--- src/hw/rtl/dhc_pkg.sv ---
// ----------------------------------------------------------------------------
// dhc_pkg
// types and constants of the depth histogram colorizer
// ----------------------------------------------------------------------------
package dhc_pkg;

	localparam int DEPTH_BITS      = 16;
	localparam int MAX_PIXELS_LOG2 = 20;
	localparam int CNT_W           = MAX_PIXELS_LOG2 + 1;
	localparam int TABLE_SIZE      = 1 << DEPTH_BITS;
	localparam int DATA_W          = 16;
	localparam int LEVEL_W         = 8;
	localparam int DIV_CNT_W       = $clog2(LEVEL_W);

	localparam logic [CNT_W-1:0] CNT_MAX = {CNT_W{1'b1}};

	typedef enum logic [3:0] {
		ST_CLEAR,
		ST_IDLE,
		ST_ACC_RD,
		ST_ACC_WR,
		ST_WALK_RD,
		ST_WALK_CALC,
		ST_WALK_DIV,
		ST_WALK_WR,
		ST_MAP_RD,
		ST_MAP_RES
	} state_t;

	typedef enum logic [2:0] {
		WR_NONE,
		WR_INC,
		WR_CUM,
		WR_LVL,
		WR_ZERO
	} wr_kind_t;

	typedef enum logic {
		RD_PIX,
		RD_IDX
	} rd_sel_t;

	typedef struct packed {
		logic     capture;
		logic     rd_en;
		rd_sel_t  rd_sel;
		wr_kind_t wr_kind;
		logic     cnt_inc;
		logic     cnt_clr;
		logic     idx_clr;
		logic     idx_one;
		logic     idx_inc;
		logic     cum_clr;
		logic     cum_upd;
		logic     div_load;
		logic     div_step;
		logic     out_load;
	} cmd_t;

	typedef struct packed {
		logic mode;
		logic last;
		logic depth_zero;
		logic idx_end;
		logic div_done;
		logic cnt_zero;
		logic out_free;
	} stat_t;

endpackage

--- src/hw/rtl/dhc_ctrl.sv ---
// ----------------------------------------------------------------------------
// dhc_ctrl
// sequencer for pixel handling, table walk and table clearing
// ----------------------------------------------------------------------------
module dhc_ctrl (
	input  logic           clk,
	input  logic           arst_n,
	input  logic           in_valid,
	output logic           in_ready,
	input  dhc_pkg::stat_t stat,
	output dhc_pkg::cmd_t  cmd
);

	dhc_pkg::state_t state_q, state_d;

	always_ff @(posedge clk or negedge arst_n) begin
		if (!arst_n) begin
			state_q <= dhc_pkg::ST_CLEAR;
		end else begin
			state_q <= state_d;
		end
	end

	always_comb begin
		state_d     = state_q;
		cmd         = '0;
		cmd.rd_sel  = dhc_pkg::RD_IDX;
		cmd.wr_kind = dhc_pkg::WR_NONE;
		in_ready    = 1'b0;
		unique case (state_q)
			dhc_pkg::ST_CLEAR: begin
				cmd.wr_kind = dhc_pkg::WR_ZERO;
				cmd.idx_inc = 1'b1;
				if (stat.idx_end) begin
					state_d = dhc_pkg::ST_IDLE;
				end
			end
			dhc_pkg::ST_IDLE: begin
				in_ready = 1'b1;
				if (in_valid) begin
					cmd.capture = 1'b1;
					state_d     = dhc_pkg::ST_ACC_RD;
				end
			end
			dhc_pkg::ST_ACC_RD: begin
				cmd.rd_en  = 1'b1;
				cmd.rd_sel = dhc_pkg::RD_PIX;
				state_d    = stat.mode ? dhc_pkg::ST_MAP_RES : dhc_pkg::ST_ACC_WR;
			end
			dhc_pkg::ST_ACC_WR: begin
				if (!stat.depth_zero) begin
					cmd.wr_kind = dhc_pkg::WR_INC;
					cmd.cnt_inc = 1'b1;
				end
				if (stat.last) begin
					cmd.idx_one = 1'b1;
					cmd.cum_clr = 1'b1;
					state_d     = dhc_pkg::ST_WALK_RD;
				end else begin
					state_d = dhc_pkg::ST_IDLE;
				end
			end
			dhc_pkg::ST_WALK_RD: begin
				cmd.rd_en = 1'b1;
				state_d   = dhc_pkg::ST_WALK_CALC;
			end
			dhc_pkg::ST_WALK_CALC: begin
				cmd.cum_upd = 1'b1;
				if (stat.cnt_zero) begin
					// empty frame keeps the running sums
					cmd.wr_kind = dhc_pkg::WR_CUM;
					cmd.idx_inc = 1'b1;
					state_d     = stat.idx_end ? dhc_pkg::ST_IDLE : dhc_pkg::ST_WALK_RD;
				end else begin
					cmd.div_load = 1'b1;
					state_d      = dhc_pkg::ST_WALK_DIV;
				end
			end
			dhc_pkg::ST_WALK_DIV: begin
				cmd.div_step = 1'b1;
				if (stat.div_done) begin
					state_d = dhc_pkg::ST_WALK_WR;
				end
			end
			dhc_pkg::ST_WALK_WR: begin
				cmd.wr_kind = dhc_pkg::WR_LVL;
				cmd.idx_inc = 1'b1;
				state_d     = stat.idx_end ? dhc_pkg::ST_IDLE : dhc_pkg::ST_WALK_RD;
			end
			dhc_pkg::ST_MAP_RD: begin
				// unused path kept for decode completeness
				state_d = dhc_pkg::ST_MAP_RES;
			end
			dhc_pkg::ST_MAP_RES: begin
				if (stat.out_free) begin
					cmd.out_load = 1'b1;
					if (stat.last) begin
						cmd.idx_clr = 1'b1;
						cmd.cnt_clr = 1'b1;
						state_d     = dhc_pkg::ST_CLEAR;
					end else begin
						state_d = dhc_pkg::ST_IDLE;
					end
				end
			end
			default: begin
				state_d = dhc_pkg::ST_IDLE;
			end
		endcase
	end

endmodule

--- config.mk ---
export PLATFORM = sky130hd
export DESIGN_NAME = dhc_ctrl
export DESIGN_NICKNAME = d
export VERILOG_FILES = /design/src/hw/rtl/dhc_pkg.sv /design/src/hw/rtl/dhc_ctrl.sv
export SDC_FILE = /design/constraint.sdc
export NUM_CORES = 1
export LEC_CHECK = 0
export BUFFER_PORTS_ARGS = -buffer_cell sky130_fd_sc_hd__buf_2
export CAP_MARGIN = 10
export CORE_AREA = 2 2 39 41
export CTS_CLUSTER_SIZE = 24
export DETAILED_ROUTE_END_ITERATION = 16
export DIE_AREA = 0 0 41 43
export HOLD_SLACK_MARGIN = 0.03
export PLACE_DENSITY = 0.66
export REMOVE_ABC_BUFFERS = 1
export SYNTH_ARGS = -nofsm -noshare
export SYNTH_HDL_FRONTEND = slang
export SYNTH_SLANG_ARGS = --single-unit
--- constraint.sdc ---
create_clock -name clk -period 1.69 [get_ports clk]
set_input_delay 0.169 -clock clk [delete_from_list [all_inputs] [get_ports clk]]
set_output_delay 0.169 -clock clk [all_outputs]
set_load 0.01 [all_outputs]
Word level (Yosys, flattened, before mapping). Cells that the tools add are included.

Bits in registers: 4. Bits in latches: 0. Memories kept: 0. Output and inout bits: 17. Bits in writable memories: 0. Memory bits (read-only): 0.

Divide/modulo/power cells: 0. Shift-type cells: 0. Bitwise logic cells: 0. Reduce and logical (&&, ||, !) cells: 4. $lt $le $gt $ge: 0. Add/sub/neg operators: 0. $mul: 0. Multiplexer cells: 31. Eq/ne operators: 13.

Operator list (count): $pmux W4 S10 (1); $mux W4 (5); $eq A4 B3 Y1 const B (4); $mux W1 (14); $mux W2 (6); $pmux W3 S4 (1); $mux W3 (3); $eq A4 B2 Y1 const B (2); $eq A4 B4 Y1 const B (2); $ne A2 B2 Y1 const B (4); $eq A4 B1 Y1 const B (1); $logic_not A4 Y1 (1); $reduce_and A4 Y1 (1); $reduce_or A2 Y1 (2); $pmux W1 S2 (1).

Depth between registers and ports, before layout.
Depth after elaboration: 3. Depth in mapped cells: 5. Gate-level depth less buffers: 4.

Worst setup path before layout. No wires, ideal clock.

Path kind: register to output. Start point: register state_q[1]. End point: output cmd[8] (netlist bit). Arrival: 1082 ps. Setup slack: 439 ps. Stages on the path, launching flop included: 5. Cells stage by stage: dfrtp_1 buf_4 nand2b_1 nor2_1 buf_4.

RTL lines: start: declaration (line dhc_ctrl.sv:14) `dhc_pkg::state_t state_q, state_d;`; start signal: assignment (line dhc_ctrl.sv:18) `state_q <= dhc_pkg::ST_CLEAR;`; start signal: assignment (line dhc_ctrl.sv:20) `state_q <= state_d;`; end: declaration (line dhc_ctrl.sv:11) `output dhc_pkg::cmd_t cmd`.

==> impl_metrics.ini <==
[clocking]
clk_pin_slew_worst_paths_ns = 0.04
cts_root_buffer = clkbuf_4
clock_latency_ns = 0.24
cts_max_level = 1
cts_tree = done
clock_path_buffers = 2
numClockSinks = 4
cts_buffers = 3

[global_route]
grt.overflow.total = 0
grt_pass1_vias = 461
antenna_found_initial = 0
grt_pass1_wl_um = 1856
gr-usage-all-layers_pct = 15.13
grt_max_degree = 16

[logic_synthesis]
yosysSeqAreaShare_pct = 21.80
synth.avg_cell_area_sq_um = 7.528
synth_area_sq_um = 459.2
synth_seq_cells = 4
yosysUniqueCellTypes = 28
syn_inst = 61
yosysWarnings = 0

[final_layout]
area_delta_synth_final_pct = 31.88
regMostFlops = state_q
largest_reg_flops = 4
diodes = 0
top_regs = state_q (4)
fin_nets = 97
fin_util_pct = 43.76
drive_gt1_share_pct = 47.06

[sta]
finalSetupViolCount = 0
max_freq_ghz = 0.6337
rsz0062_at_grt = no
skew_ns = 0.009333
tns_ns = 0
drv_slew = 0
period_needed_ns = 1.578
worst_pin_slew_ns = 0.2796
hold_viol_final = 0
relSlewSlack_pct = 81.36
finalCritPeriodShare_pct = 93.38

[pwr]
power.leakage_nw = 0.2964
ir_drop_uv = 607.0
power_density_nw_per_um2 = 1697

[setup_path]
crit_fanout = 15
slowest_delay_ns = 0.51
required_ns = 1.52
end_kind = primary output
ff2ff_setup_slack_ns = 0.33
critPathLaunchType = register
critPathKind = reg -> out
worstPathCellList = nand2_2 > nor4b_4 > buf_2
critPathSlowestCell = dfrtp_2
cp.arrival_ns = 1.41

[route]
avgViaCountPerCell = 5.168
drc = 0
wl_per_cell_um = 12.12
routed_wl_um = 1224
drtIter0Drc = 6
ant_nets = 0
vias = 522
dr.pass1.iters = 4

[place]
dpl.hpwl_um = 886.2
place_congestion = 0.7600
port_buffers = 26

[floorplanning]
start_util_pct = 33.18
fp.dieH_um = 43
pin_count = 27
dieArea_sq_um = 1763
die_w_um = 41
row_count = 14
placeableCoreArea_sq_um = 1384

[hold_path]
hp-class = in -> reg

[job]
cap_violations = 0

[run_status]
status = finished, final reports clean
## what timing repair did
item	CTS	global route
setup endpoints to repair	2	5
pin swaps	0	0
buffers inserted	0	0
hold endpoints to repair	4	0
resized for setup	2	2
hold buffers	1	0
## kinds of logic (layout without fill, tap and decap cells)
logic type      Yosys count  after routing  share of synthesized area (%)
buf+inv                   9             33                          13.08
compound gates           15             15                          21.52
flops                     4              4                          21.80
simple gates             32             32                          41.69
xor+xnor                  1              1                          1.908
## cell usage after synthesis
master | n | area [sq um]
buf_6 | 1 | 11.26
inv_2 | 1 | 3.750
nor4_1 | 2 | 12.51
o22ai_1 | 1 | 6.260
a211o_1 | 1 | 8.760
and3_1 | 2 | 12.51
nor2_1 | 6 | 22.52
nand2b_1 | 2 | 12.51
buf_4 | 4 | 30.03
xnor2_1 | 1 | 8.760
o21ai_1 | 1 | 5.000
buf_2 | 3 | 15.01
o21ai_2 | 1 | 8.760
dfrtp_1 | 4 | 100.1
a22oi_2 | 1 | 12.51
nand3b_1 | 2 | 15.01
nor3b_1 | 1 | 7.510
nor4b_4 | 1 | 23.77
nand3_1 | 2 | 10.01
o21a_1 | 1 | 7.510
or3_1 | 1 | 6.260
or2_1 | 2 | 12.51
nor3_1 | 4 | 20.02
nand2_2 | 1 | 6.260
nand2_1 | 3 | 11.26
nor2b_1 | 3 | 18.77
a211oi_1 | 2 | 15.01
a21oi_1 | 7 | 35.03
## final timing paths
| kind | end | startpoint | cells after the start |
|---|---|---|---|
| max | cmd[4] | state_q[0] | 3 |
| min | state_q[3] | stat[6] | 3 |
| max reg2reg | state_q[0] | state_q[2] | 5 |
| min reg2reg | state_q[3] | state_q[1] | 2 |
| max in group asynchronous | state_q[1] | arst_n | 2 |
| min in group asynchronous | state_q[2] | arst_n | 2 |
## critical path: cells and delay by family (launching register included)
kind	cells	cell delay [ns]
flops	1	0.51
simple gates	2	0.46
buf+inv	1	0.19
## power breakdown
| part | switching, mW | leakage, nW | total [mW] | internal (mW) |
|---|---|---|---|---|
| Sequential | 0.156 | 0.0463 | 0.298 | 0.141 |
| Combinational | 0.313 | 0.236 | 0.607 | 0.294 |
| Clock | 0.0428 | 0.0138 | 0.123 | 0.0797 |
| Total | 0.512 | 0.296 | 1.03 | 0.515 |
## cell type report
cell class	instances	area, sq um
sequential	4	105.1
fill	152	778.2
inverter	1	3.754
tap	16	20.02
multi-input combinational	48	299.0
clock buffer	3	22.52
timing repair buffer	29	155.1
## stage by stage
stage          total power [mW]  cells  cell area, sq um  hold slack [ns]  setup slack, ns
2_1_floorplan            0.6599     53             402.9          -0.1266           0.3730
3_3_place_gp             0.8784     97             568.0         -0.02500           0.2677
3_5_place_dp             0.8895     97             568.0         -0.02040           0.2327
4_1_cts                   1.023    101             603.1           0.2087          0.03935
5_1_grt                   1.134    101             605.6           0.2295          0.03959
6_report                  1.028    101             605.6           0.2145           0.1119
## cells in the final DEF, fill, tap and decap left out, types with 3 or more instances in the layout
cell type  Yosys  layout
buf_2          3      26
a21oi_1        7       7
dfrtp_2        0       4
nor3_1         4       4
nand2_1        3       3
nor2_1         6       6
clkbuf_4       0       3
nor2b_1        3       3
## metal layers
metal | GRT usage (%) | wire length [um]
met1 | 19.17 | 541
met2 | 21.25 | 572
met3 | 4.188 | 76
met4 | 10.00 | 34
met5 | 0 | 0
No activity file was read; power rests on OpenSTA's default activity.
